$ cat src/rtl/core/pge_pkg.sv
// Shared constants, a state type and a helper function of the phase gradient estimator.
package pge_pkg;

   // Default number of bins per frame; must be a power of two.
   localparam int PGE_BINS = 1024;

   localparam int PH_W  = 16;          // binary angle, 65536 is one turn
   localparam int HOP_W = 11;          // analysis hop register
   localparam int IDX_W = 10;          // bin index field of a result
   localparam int TD_W  = 26;          // time derivative field
   localparam int T_W   = PH_W + 8;    // scaled phase deviation per hop
   localparam int DVD_W = T_W - 1;     // magnitude fed to the divider

   localparam logic [HOP_W-1:0] HOP_RESET = HOP_W'(256);

   typedef enum logic [2:0] {
      ST_IDLE,
      ST_PREP,
      ST_DIV,
      ST_EMIT_PREV,
      ST_EMIT_LAST
   } pge_state_type;

   // Floor of the mean of two neighbor differences, or the one that is nonzero.
   function automatic logic signed [PH_W-1:0] pge_combine(
      input logic signed [PH_W-1:0] back,
      input logic signed [PH_W-1:0] fwd
   );
      logic signed [PH_W:0]   sum;
      logic signed [PH_W-1:0] res;
      sum = {back[PH_W-1], back} + {fwd[PH_W-1], fwd};
      if (back != '0 && fwd != '0) begin
         res = sum[PH_W:1];
      end else if (back != '0) begin
         res = back;
      end else begin
         res = fwd;
      end
      return res;
   endfunction

endpackage

$ cat src/rtl/core/pge_div.sv
// Radix-2 restoring divider for unsigned operands, one quotient bit per cycle.
module pge_div #(
   parameter int DVD_W = pge_pkg::DVD_W,
   parameter int DVS_W = pge_pkg::HOP_W
) (
   input  logic             clock,
   input  logic             reset,
   input  logic             start,
   input  logic [DVD_W-1:0] dividend,
   input  logic [DVS_W-1:0] divisor,
   output logic             done,
   output logic [DVD_W-1:0] quotient
);

   localparam int CNT_W = $clog2(DVD_W + 1);
   localparam logic [CNT_W-1:0] CNT_LAST = CNT_W'(DVD_W - 1);

   logic             busy_ff, busy_in;
   logic             done_ff, done_in;
   logic [CNT_W-1:0] cnt_ff, cnt_in;
   logic [DVD_W-1:0] quo_ff, quo_in;
   logic [DVS_W-1:0] rem_ff, rem_in;
   logic [DVS_W-1:0] dvs_ff, dvs_in;

   logic [DVS_W:0]   rem_shift;
   logic [DVS_W:0]   rem_diff;
   logic             fits;

   // The quotient register shifts the dividend out at the top and the new
   // quotient bits in at the bottom.
   always_comb begin
      rem_shift = {rem_ff, quo_ff[DVD_W-1]};
      fits      = rem_shift >= {1'b0, dvs_ff};
      rem_diff  = rem_shift - {1'b0, dvs_ff};
   end

   always_comb begin
      busy_in = busy_ff;
      cnt_in  = cnt_ff;
      quo_in  = quo_ff;
      rem_in  = rem_ff;
      dvs_in  = dvs_ff;
      done_in = busy_ff && (cnt_ff == CNT_LAST);
      if (start) begin
         busy_in = 1'b1;
         cnt_in  = '0;
         quo_in  = dividend;
         rem_in  = '0;
         dvs_in  = divisor;
      end else if (busy_ff) begin
         cnt_in = cnt_ff + CNT_W'(1);
         quo_in = {quo_ff[DVD_W-2:0], fits};
         rem_in = fits ? rem_diff[DVS_W-1:0] : rem_shift[DVS_W-1:0];
         if (cnt_ff == CNT_LAST) begin
            busy_in = 1'b0;
         end
      end
   end

   always_ff @(posedge clock) begin
      if (reset) begin
         busy_ff <= 1'b0;
         done_ff <= 1'b0;
         cnt_ff  <= '0;
      end else begin
         busy_ff <= busy_in;
         done_ff <= done_in;
         cnt_ff  <= cnt_in;
      end
      quo_ff <= quo_in;
      rem_ff <= rem_in;
      dvs_ff <= dvs_in;
   end

   assign done     = done_ff;
   assign quotient = quo_ff;

endmodule

$ cat config.mk
export PLATFORM = sky130hd
export DESIGN_NAME = pge_div
export DESIGN_NICKNAME = d
export VERILOG_FILES = /design/src/rtl/core/pge_pkg.sv /design/src/rtl/core/pge_div.sv
export SDC_FILE = /design/constraint.sdc
export NUM_CORES = 1
export LEC_CHECK = 0
export BUFFER_PORTS_ARGS = -buffer_cell sky130_fd_sc_hd__buf_2
export CORE_ASPECT_RATIO = 0.7
export CORE_MARGIN = 4
export CORE_UTILIZATION = 50
export CTS_BUF_LIST = sky130_fd_sc_hd__clkbuf_8
export CTS_CLUSTER_DIAMETER = 40
export CTS_CLUSTER_SIZE = 16
export DETAILED_ROUTE_END_ITERATION = 6
export HOLD_SLACK_MARGIN = 0.03
export PLACE_DENSITY = 0.84
export SYNTH_ARGS = -nofsm -noshare
export SYNTH_HDL_FRONTEND = slang
export SYNTH_SLANG_ARGS = --single-unit
export TNS_END_PERCENT = 100
$ cat constraint.sdc
create_clock -name clock -period 2.8 [get_ports clock]
set_input_delay 0.14 -clock clock [delete_from_list [all_inputs] [get_ports clock]]
set_output_delay 0.14 -clock clock [all_outputs]
set_load 0.01 [all_outputs]
==> results of run 1 <==
[flip-flops by register name (all words and copies together), names as in the netlist]
name and flops:
dvs_ff 11, done 1, quotient 23, cnt_ff 5, busy_ff 1, rem_ff 11
[worst reg2reg max path, delay by kind of cell (launching register included)]
| kind | cells | cell delay (ns) |
|---|---|---|
| muxes | 1 | 0.11 |
| adders and majority gates | 2 | 0.44 |
| and+or+nand+nor | 2 | 0.40 |
| AOI/OAI and AO/OA | 2 | 0.74 |
| buffers and inverters | 1 | 0.08 |
| DFF | 1 | 0.43 |
[Yosys cell counts (2+ instances only)]
library cell / n / area, um2
sky130_fd_sc_hd__o211a_1: 2 / 20.0
sky130_fd_sc_hd__nor2b_1: 7 / 43.8
sky130_fd_sc_hd__ha_1: 13 / 163
sky130_fd_sc_hd__mux2_2: 22 / 248
sky130_fd_sc_hd__a21oi_1: 6 / 30.0
sky130_fd_sc_hd__o2111ai_1: 3 / 26.3
sky130_fd_sc_hd__nand2_1: 13 / 48.8
sky130_fd_sc_hd__xnor2_1: 2 / 17.5
sky130_fd_sc_hd__buf_6: 2 / 22.5
sky130_fd_sc_hd__o21ai_0: 6 / 30.0
sky130_fd_sc_hd__o31ai_1: 2 / 15.0
sky130_fd_sc_hd__inv_1: 17 / 63.8
sky130_fd_sc_hd__and4b_1: 2 / 20.0
sky130_fd_sc_hd__a31oi_1: 4 / 25.0
sky130_fd_sc_hd__nor3_1: 9 / 45.0
sky130_fd_sc_hd__a211oi_1: 4 / 30.0
sky130_fd_sc_hd__nor3b_1: 5 / 37.5
sky130_fd_sc_hd__clkbuf_1: 6 / 22.5
sky130_fd_sc_hd__and3b_1: 2 / 17.5
sky130_fd_sc_hd__buf_2: 4 / 20.0
sky130_fd_sc_hd__nand4_1: 3 / 18.8
sky130_fd_sc_hd__o311ai_0: 3 / 26.3
sky130_fd_sc_hd__o21a_1: 5 / 37.5
sky130_fd_sc_hd__nand2b_1: 3 / 18.8
sky130_fd_sc_hd__a21oi_2: 2 / 17.5
sky130_fd_sc_hd__nand4b_1: 3 / 26.3
sky130_fd_sc_hd__dfxtp_1: 18 / 360
sky130_fd_sc_hd__nor2_1: 21 / 78.8
sky130_fd_sc_hd__edfxtp_1: 34 / 1020
sky130_fd_sc_hd__nand3_1: 2 / 10.0
sky130_fd_sc_hd__a21o_1: 2 / 15.0
sky130_fd_sc_hd__xor2_1: 4 / 35.0
sky130_fd_sc_hd__o21ai_1: 2 / 10.0
[how the worst max path moves through the flow]
stage,start,endpoint,slack [ns],cells past startpoint
2_1_floorplan,quotient[22]$_DFFE_PP_,quotient[0]$_DFFE_PP_,0.70,9
3_3_place_gp,quotient[22]$_DFFE_PP_,quotient[0]$_DFFE_PP_,0.48,8
3_5_place_dp,quotient[22]$_DFFE_PP_,quotient[0]$_DFFE_PP_,0.39,8
4_1_cts,quotient[22]$_DFFE_PP_,quotient[0]$_DFFE_PP_,0.39,8
5_1_grt,quotient[22]$_DFFE_PP_,quotient[0]$_DFFE_PP_,0.25,8
6_report,quotient[22]$_DFFE_PP_,quotient[0]$_DFFE_PP_,0.36,8
[per-stage QoR]
stage / power, W / instances / hold WS [ns] / setup slack [ns]
global placement: 0.00130 / 380 / 0.318 / 0.481
CTS: 0.00187 / 399 / 0.0915 / 0.390
global route: 0.00196 / 399 / 0.0722 / 0.251
finish: 0.00187 / 399 / 0.0826 / 0.359
floorplan: 0.00119 / 258 / 0.212 / 0.703
detailed placement: 0.00132 / 380 / 0.318 / 0.391
[cell type report]
class,count,share of cell area
sequential,52,0.401
inverter,17,0.0185
timing repair buffer,74,0.126
multi-input combinational,176,0.393
clock inverter,2,0.0113
tap,72,0.0262
clock buffer,6,0.0240
[cell usage in the layout, fill, tap and decap left out, drive strengths merged, types with 4 or more instances in the layout]
cell type	n
buf	63
a31oi	4
a21oi	8
inv	17
clkbuf	6
o21ai	9
a211oi	4
ha	13
nand2	13
nor2b	8
nor2	21
mux2	22
edfxtp	34
xor2	4
nor3b	5
dlygate4sd3	11
o21a	5
nor3	9
dfxtp	18
[repair_timing]
item                                    4_1_cts  5_1_grt
buffers inserted                              0        0
endpoints found under the setup margin        0        0
hold buffers                                 11        0
endpoints found under the hold margin        11        0
[power groups by stage]
stage | combinational, W | sequential (W) | clock (W)
4_1_cts | 0.000389 | 0.000925 | 0.000552
3_5_place_dp | 0.000374 | 0.000942 | 0
2_1_floorplan | 0.000244 | 0.000950 | 0
6_report | 0.000392 | 0.000925 | 0.000557
3_3_place_gp | 0.000361 | 0.000937 | 0
5_1_grt | 0.000429 | 0.000933 | 0.000593
[per-layer routing]
metal	wire length [um]	global-route usage	vias to the layer above
li1	-	-	1097
met1	2830	0.245	1049
met2	2990	0.287	66
met3	418	0.0379	14
met4	113	0.0636	0
met5	0	0	-
[kinds of logic (layout without fill, tap and decap cells)]
group,Yosys count,after routing,synth area share
DFF,52,52,0.481
adders and majority gates,14,14,0.0636
buffers and inverters,30,99,0.0475
muxes,23,23,0.0898
and+or+nand+nor,80,80,0.156
xor gates and xnor gates,6,6,0.0183
AOI/OAI and AO/OA,53,53,0.144
==> metrics.txt, run 1 <==
# TYPE chip_impl_metric gauge
chip_impl_info{name="run_status",value="complete, no violations"} 1
chip_impl_metric{name="synth.avg_cell_area",unit="um2"} 11.1
chip_impl_metric{name="wl_per_cell",unit="um"} 15.9
chip_impl_metric{name="multiInputGateArea",unit="mm2"} 0.00135
chip_impl_metric{name="grt_max_degree",unit=""} 31
chip_impl_metric{name="combined_area_of_all_synthesized_cells",unit="mm2"} 0.00287
chip_impl_metric{name="synth-edff-count",unit=""} 34
chip_impl_metric{name="r2r.worst_path.cells",unit=""} 8
chip_impl_metric{name="final_area",unit="mm2"} 0.00344
chip_impl_metric{name="routed_vias_inst",unit=""} 5.58
chip_impl_metric{name="rows",unit=""} 22
chip_impl_metric{name="ant_nets_after_route",unit=""} 0
chip_impl_metric{name="drv.max_cap_violation_count",unit=""} 0
chip_impl_info{name="slowest_stage",value="sky130_fd_sc_hd__edfxtp_1"} 1
chip_impl_metric{name="p_leak",unit="nW"} 1.42
chip_impl_metric{name="cp_data_required_time",unit="ns"} 2.86
chip_impl_info{name="setup_repair_after_global_routing_missed_its_margin",value="false"} 1
chip_impl_metric{name="tightestPinTransition",unit="ns"} 0.639
chip_impl_metric{name="drt_iter0_drc",unit=""} 168
chip_impl_metric{name="finish.utilization",unit=""} 0.638
chip_impl_info{name="timing.setup.critical_path_class",value="reg -> reg"} 1
chip_impl_metric{name="fp.dieW",unit="um"} 98.6
chip_impl_metric{name="worst-r2r-setup-slack",unit="ns"} 0.36
chip_impl_metric{name="ys_ff_latch",unit=""} 52
chip_impl_metric{name="yosys.cell_types.count",unit=""} 58
chip_impl_metric{name="wp_buf_inv",unit=""} 1
chip_impl_metric{name="io-pin-count",unit=""} 61
chip_impl_metric{name="gr-total-overflow",unit=""} 0
chip_impl_metric{name="crit_path_max_fanout",unit=""} 17
chip_impl_metric{name="number_of_antenna_violations_at_the_first_check_in_global_routing",unit=""} 0
chip_impl_info{name="ys_dominant_reg_cell",value="sky130_fd_sc_hd__edfxtp_1"} 1
chip_impl_metric{name="synth_sequential_area_ratio",unit=""} 0.481
chip_impl_metric{name="total_via_count_in_the_routed_design",unit=""} 2226
chip_impl_metric{name="clock_skew",unit="ns"} 0.00458
chip_impl_metric{name="internal-power",unit="W"} 0.00136
chip_impl_metric{name="netlist_instances",unit=""} 258
chip_impl_metric{name="synthesis.nets",unit=""} 309
chip_impl_metric{name="wirelength",unit="um"} 6350
chip_impl_info{name="reg2reg_from",value="quotient[22]$_DFFE_PP_"} 1
chip_impl_metric{name="regArea",unit="mm2"} 0.00138
chip_impl_metric{name="highest_achievable_clock_rate",unit="MHz"} 410
chip_impl_metric{name="numCtsBuffers",unit=""} 5
chip_impl_metric{name="post_cts_resized",unit=""} 0
chip_impl_metric{name="placeableCoreArea",unit="mm2"} 0.00540
chip_impl_info{name="cts_tree",value="yes"} 1
chip_impl_metric{name="power_frac_seq",unit=""} 0.494
chip_impl_metric{name="period_share",unit=""} 0.872
chip_impl_metric{name="setup_violations",unit=""} 0
chip_impl_metric{name="h-tree-depth",unit=""} 2
chip_impl_metric{name="dieArea",unit="mm2"} 0.00704
chip_impl_info{name="hold_path_startpoint",value="reset"} 1
chip_impl_info{name="crit_path_start_kind",value="flop"} 1
chip_impl_info{name="hold_class",value="in -> reg"} 1
chip_impl_metric{name="setup-tns-final",unit="ns"} 0
chip_impl_metric{name="power.net_switching",unit="W"} 0.000514
chip_impl_metric{name="insertion_delay",unit="ns"} 0.31
chip_impl_metric{name="path_clk_slew",unit="ns"} 0.10
chip_impl_metric{name="detailedRoute.firstPassIterationCount",unit=""} 4
chip_impl_metric{name="number_of_global_route_vias_before_repair",unit=""} 2072
chip_impl_info{name="cp-end-kind",value="flop"} 1
chip_impl_metric{name="yosysWarningCount",unit=""} 0
chip_impl_metric{name="finish.net_count",unit=""} 377
chip_impl_metric{name="detailedPlacementHpwl",unit="um"} 4520
chip_impl_metric{name="period_needed",unit="ns"} 2.44
chip_impl_metric{name="globalplace.congestion",unit=""} 0.861
chip_impl_info{name="cts_root_buffer",value="sky130_fd_sc_hd__clkbuf_8"} 1
chip_impl_metric{name="first_pass_grt_wire_length",unit="um"} 10100
chip_impl_metric{name="clkSinkCount",unit=""} 52
chip_impl_metric{name="flow.area_growth_from_synthesis",unit="%"} 19.9
chip_impl_metric{name="crit_path_max_incr_delay",unit="ns"} 0.43
chip_impl_metric{name="critical_path_arrival",unit="ns"} 2.50
chip_impl_metric{name="power.share.combinational",unit=""} 0.209
chip_impl_metric{name="async_flop_share",unit=""} 0
chip_impl_metric{name="netSwitchingFraction",unit=""} 0.274
chip_impl_metric{name="slew-limit-headroom",unit=""} 0.574
chip_impl_metric{name="holdPathStages",unit=""} 2
chip_impl_metric{name="diodes",unit=""} 0
chip_impl_metric{name="fillerInstances",unit=""} 443
chip_impl_metric{name="power_frac_clock",unit=""} 0.297
chip_impl_metric{name="power.density_cell_area",unit="mW/mm2"} 544
chip_impl_info{name="hold_path_end",value="cnt_ff[0]$_SDFFE_PP0P_"} 1
chip_impl_info{name="timing.critical_path.cells",value="inv_1, ha_1, fa_1, nor2b_4, o31a_4, o211ai_4, and2_1, mux2i_1"} 1
chip_impl_metric{name="drive_gt1_frac",unit=""} 0.312
chip_impl_metric{name="port_buffers",unit=""} 60
chip_impl_metric{name="die_height",unit="um"} 71.4
chip_impl_metric{name="hold_viol",unit=""} 0
chip_impl_metric{name="route.detailed.drc",unit=""} 0
chip_impl_metric{name="ir_drop",unit="mV"} 0.345
chip_impl_info{name="timing.rr.end",value="quotient[0]$_DFFE_PP_"} 1
chip_impl_metric{name="overall_routing_resource_usage",unit=""} 0.180
chip_impl_metric{name="clk_path_buf_depth",unit=""} 2
chip_impl_metric{name="slew_violations",unit=""} 0
chip_impl_info{name="critical_path.top_delay_family",value="compound AO/OA/AOI/OAI gates"} 1
chip_impl_metric{name="placedInstanceArea",unit="mm2"} 0.00321
chip_impl_metric{name="starting_density_of_the_core",unit=""} 0.532
Note: power is estimated with default switching activity, not from simulation.
==> inputs of run 2 (changes only) <==
--- a/config.mk
+++ b/config.mk
@@ -6,15 +6,18 @@
 export NUM_CORES = 1
 export LEC_CHECK = 0
 export BUFFER_PORTS_ARGS = -buffer_cell sky130_fd_sc_hd__buf_2
+export CELL_PAD_IN_SITES_DETAIL_PLACEMENT = 2
+export CELL_PAD_IN_SITES_GLOBAL_PLACEMENT = 2
 export CORE_ASPECT_RATIO = 0.7
 export CORE_MARGIN = 4
-export CORE_UTILIZATION = 50
+export CORE_UTILIZATION = 36
 export CTS_BUF_LIST = sky130_fd_sc_hd__clkbuf_8
 export CTS_CLUSTER_DIAMETER = 40
 export CTS_CLUSTER_SIZE = 16
 export DETAILED_ROUTE_END_ITERATION = 6
 export HOLD_SLACK_MARGIN = 0.03
-export PLACE_DENSITY = 0.84
+export PLACE_DENSITY = 0.92
+export RECOVER_POWER = 100
 export SYNTH_ARGS = -nofsm -noshare
 export SYNTH_HDL_FRONTEND = slang
 export SYNTH_SLANG_ARGS = --single-unit
==> metrics.txt, run 2 (synthesis results as in run 1) <==
# TYPE chip_impl_metric gauge
chip_impl_metric{name="route.detailed.drc",unit=""} 0
chip_impl_metric{name="fp.dieW",unit="um"} 115
chip_impl_metric{name="diodes",unit=""} 0
chip_impl_info{name="cp-end-kind",value="flop"} 1
chip_impl_metric{name="path_clk_slew",unit="ns"} 0.11
chip_impl_metric{name="io-pin-count",unit=""} 61
chip_impl_metric{name="detailedPlacementHpwl",unit="um"} 6630
chip_impl_metric{name="tightestPinTransition",unit="ns"} 1.13
chip_impl_metric{name="route.layer.met1.wl",unit="um"} 3830
chip_impl_metric{name="finish.net_count",unit=""} 377
chip_impl_metric{name="hold-worst-slack",unit="ns"} 0.0892
chip_impl_metric{name="h-tree-depth",unit=""} 2
chip_impl_metric{name="setup-tns-final",unit="ns"} 0
chip_impl_metric{name="period_needed",unit="ns"} 2.65
chip_impl_metric{name="drv.max_cap_violation_count",unit=""} 0
chip_impl_metric{name="crit_path_max_fanout",unit=""} 10
chip_impl_metric{name="wirelength",unit="um"} 9030
chip_impl_metric{name="detailedRoute.firstPassIterationCount",unit=""} 4
chip_impl_metric{name="drt_iter0_drc",unit=""} 111
chip_impl_metric{name="slew-limit-headroom",unit=""} 0.247
chip_impl_metric{name="first_pass_grt_wire_length",unit="um"} 13800
chip_impl_info{name="final_cell_mix",value="34 x sky130_fd_sc_hd__edfxtp_1, 34 x sky130_fd_sc_hd__buf_2, 26 x sky130_fd_sc_hd__clkbuf_1"} 1
chip_impl_metric{name="overall_routing_resource_usage",unit=""} 0.195
chip_impl_metric{name="clock_skew",unit="ns"} 0.0148
chip_impl_metric{name="dieArea",unit="mm2"} 0.00949
chip_impl_metric{name="power.density_cell_area",unit="mW/mm2"} 557
chip_impl_metric{name="worst-r2r-setup-slack",unit="ns"} 0.15
chip_impl_metric{name="p_leak",unit="nW"} 1.35
chip_impl_info{name="cts_root_buffer",value="sky130_fd_sc_hd__clkbuf_8"} 1
chip_impl_metric{name="detailroute.wirelength.met3",unit="um"} 316
chip_impl_info{name="timing.setup.critical_path_class",value="reg -> reg"} 1
chip_impl_metric{name="port_buffers",unit=""} 60
chip_impl_metric{name="starting_density_of_the_core",unit=""} 0.382
chip_impl_metric{name="number_of_antenna_violations_at_the_first_check_in_global_routing",unit=""} 0
chip_impl_metric{name="flow.area_growth_from_synthesis",unit="%"} 19.2
chip_impl_metric{name="setup_violations",unit=""} 0
chip_impl_info{name="setup_repair_after_global_routing_missed_its_margin",value="false"} 1
chip_impl_metric{name="wl_per_cell",unit="um"} 21.2
chip_impl_metric{name="placeableCoreArea",unit="mm2"} 0.00751
chip_impl_metric{name="globalplace.congestion",unit=""} 0.740
chip_impl_metric{name="clkSinkCount",unit=""} 52
chip_impl_metric{name="slew_violations",unit=""} 0
chip_impl_metric{name="grt_max_degree",unit=""} 40
chip_impl_metric{name="critical_path_arrival",unit="ns"} 2.87
chip_impl_metric{name="highest_achievable_clock_rate",unit="MHz"} 378
chip_impl_metric{name="insertion_delay",unit="ns"} 0.32
chip_impl_metric{name="gr-total-overflow",unit=""} 0
chip_impl_metric{name="hold_viol",unit=""} 0
chip_impl_metric{name="max_reg_flops",unit=""} 23
chip_impl_metric{name="fillerInstances",unit=""} 791
chip_impl_metric{name="cp_data_required_time",unit="ns"} 3.02
chip_impl_metric{name="routed_vias_inst",unit=""} 5.49
chip_impl_metric{name="total_via_count_in_the_routed_design",unit=""} 2332
chip_impl_metric{name="rows",unit=""} 26
chip_impl_metric{name="die_height",unit="um"} 82.7
chip_impl_info{name="hold_class",value="in -> reg"} 1
chip_impl_info{name="top_signal_layer_used",value="met4"} 1
chip_impl_metric{name="clk_path_buf_depth",unit=""} 2
chip_impl_info{name="crit_path_start_kind",value="flop"} 1
chip_impl_metric{name="number_of_global_route_vias_before_repair",unit=""} 2501
chip_impl_info{name="run_status",value="complete, no violations"} 1
chip_impl_metric{name="numCtsBuffers",unit=""} 5
chip_impl_info{name="cts_tree",value="yes"} 1
chip_impl_metric{name="period_share",unit=""} 0.945
chip_impl_metric{name="wl_met2",unit="um"} 4780
chip_impl_metric{name="ant_nets_after_route",unit=""} 0
chip_impl_metric{name="drive_gt1_frac",unit=""} 0.220
chip_impl_metric{name="ir_drop",unit="mV"} 0.226
run 2: worst max-delay path: stages, from the launching register on:
cell and delay [ns]:
sky130_fd_sc_hd__edfxtp_1 0.44, sky130_fd_sc_hd__inv_1 0.07, sky130_fd_sc_hd__ha_1 0.22, sky130_fd_sc_hd__fa_1 0.42, sky130_fd_sc_hd__nor2b_4 0.17, sky130_fd_sc_hd__o31a_4 0.19
sky130_fd_sc_hd__o211ai_2 0.23, sky130_fd_sc_hd__clkbuf_2 0.29, sky130_fd_sc_hd__and4b_1 0.23, sky130_fd_sc_hd__nor4_1 0.28
run 2: what timing repair did:
item | 4_1_cts | 5_1_grt
setup buffers | 0 | 0
hold buffers | 11 | 0
resized for setup | 0 | 0
endpoints found under the hold margin | 11 | 0
run 2: cell type report:
type,instances,area [um2],share of cell area
clock buffer,6,82.6,0.0241
clock inverter,2,38.8,0.0113
inverter,17,63.8,0.0186
multi-input combinational,176,1340,0.391
sequential,52,1380,0.404
tap,98,123,0.0358
timing repair buffer,74,395,0.115
run 2: power by group:
part | internal, W | switching [W] | total (W)
sequential | 0.000890 | 0.0000417 | 0.000931
combinational | 0.000166 | 0.000233 | 0.000399
clock | 0.000293 | 0.000282 | 0.000575
total | 0.00135 | 0.000556 | 0.00191
run 2: path summary, 6_finish.rpt:
path                          start                      to  cells past startpoint
min reg2reg  rem_ff[2]$_SDFFE_PP0P_  rem_ff[2]$_SDFFE_PP0P_                      2
max reg2reg  quotient[22]$_DFFE_PP_  rem_ff[6]$_SDFFE_PP0P_                      9
max          quotient[22]$_DFFE_PP_  rem_ff[6]$_SDFFE_PP0P_                      9
min                           reset  cnt_ff[2]$_SDFFE_PP0P_                      2
run 2: metal layers:
metal	vias to the layer above	GRT usage
met2	43	0.348
li1	1099	-
met5	-	0
met3	11	0.0466
met1	1179	0.240
met4	0	0.0481
run 2: through the flow:
stage | area, um2 | worst slack, ns | util | cells | power, W
detailed placement | 3260 | 0.379 | 0.433 | 406 | 0.00135
global route | 3420 | 0.103 | 0.456 | 425 | 0.00200
CTS | 3490 | 0.324 | 0.464 | 425 | 0.00194
finish | 3420 | 0.154 | 0.456 | 425 | 0.00191
global placement | 3260 | 0.534 | 0.433 | 406 | 0.00131
floorplan | 2870 | 0.703 | - | 258 | 0.00119
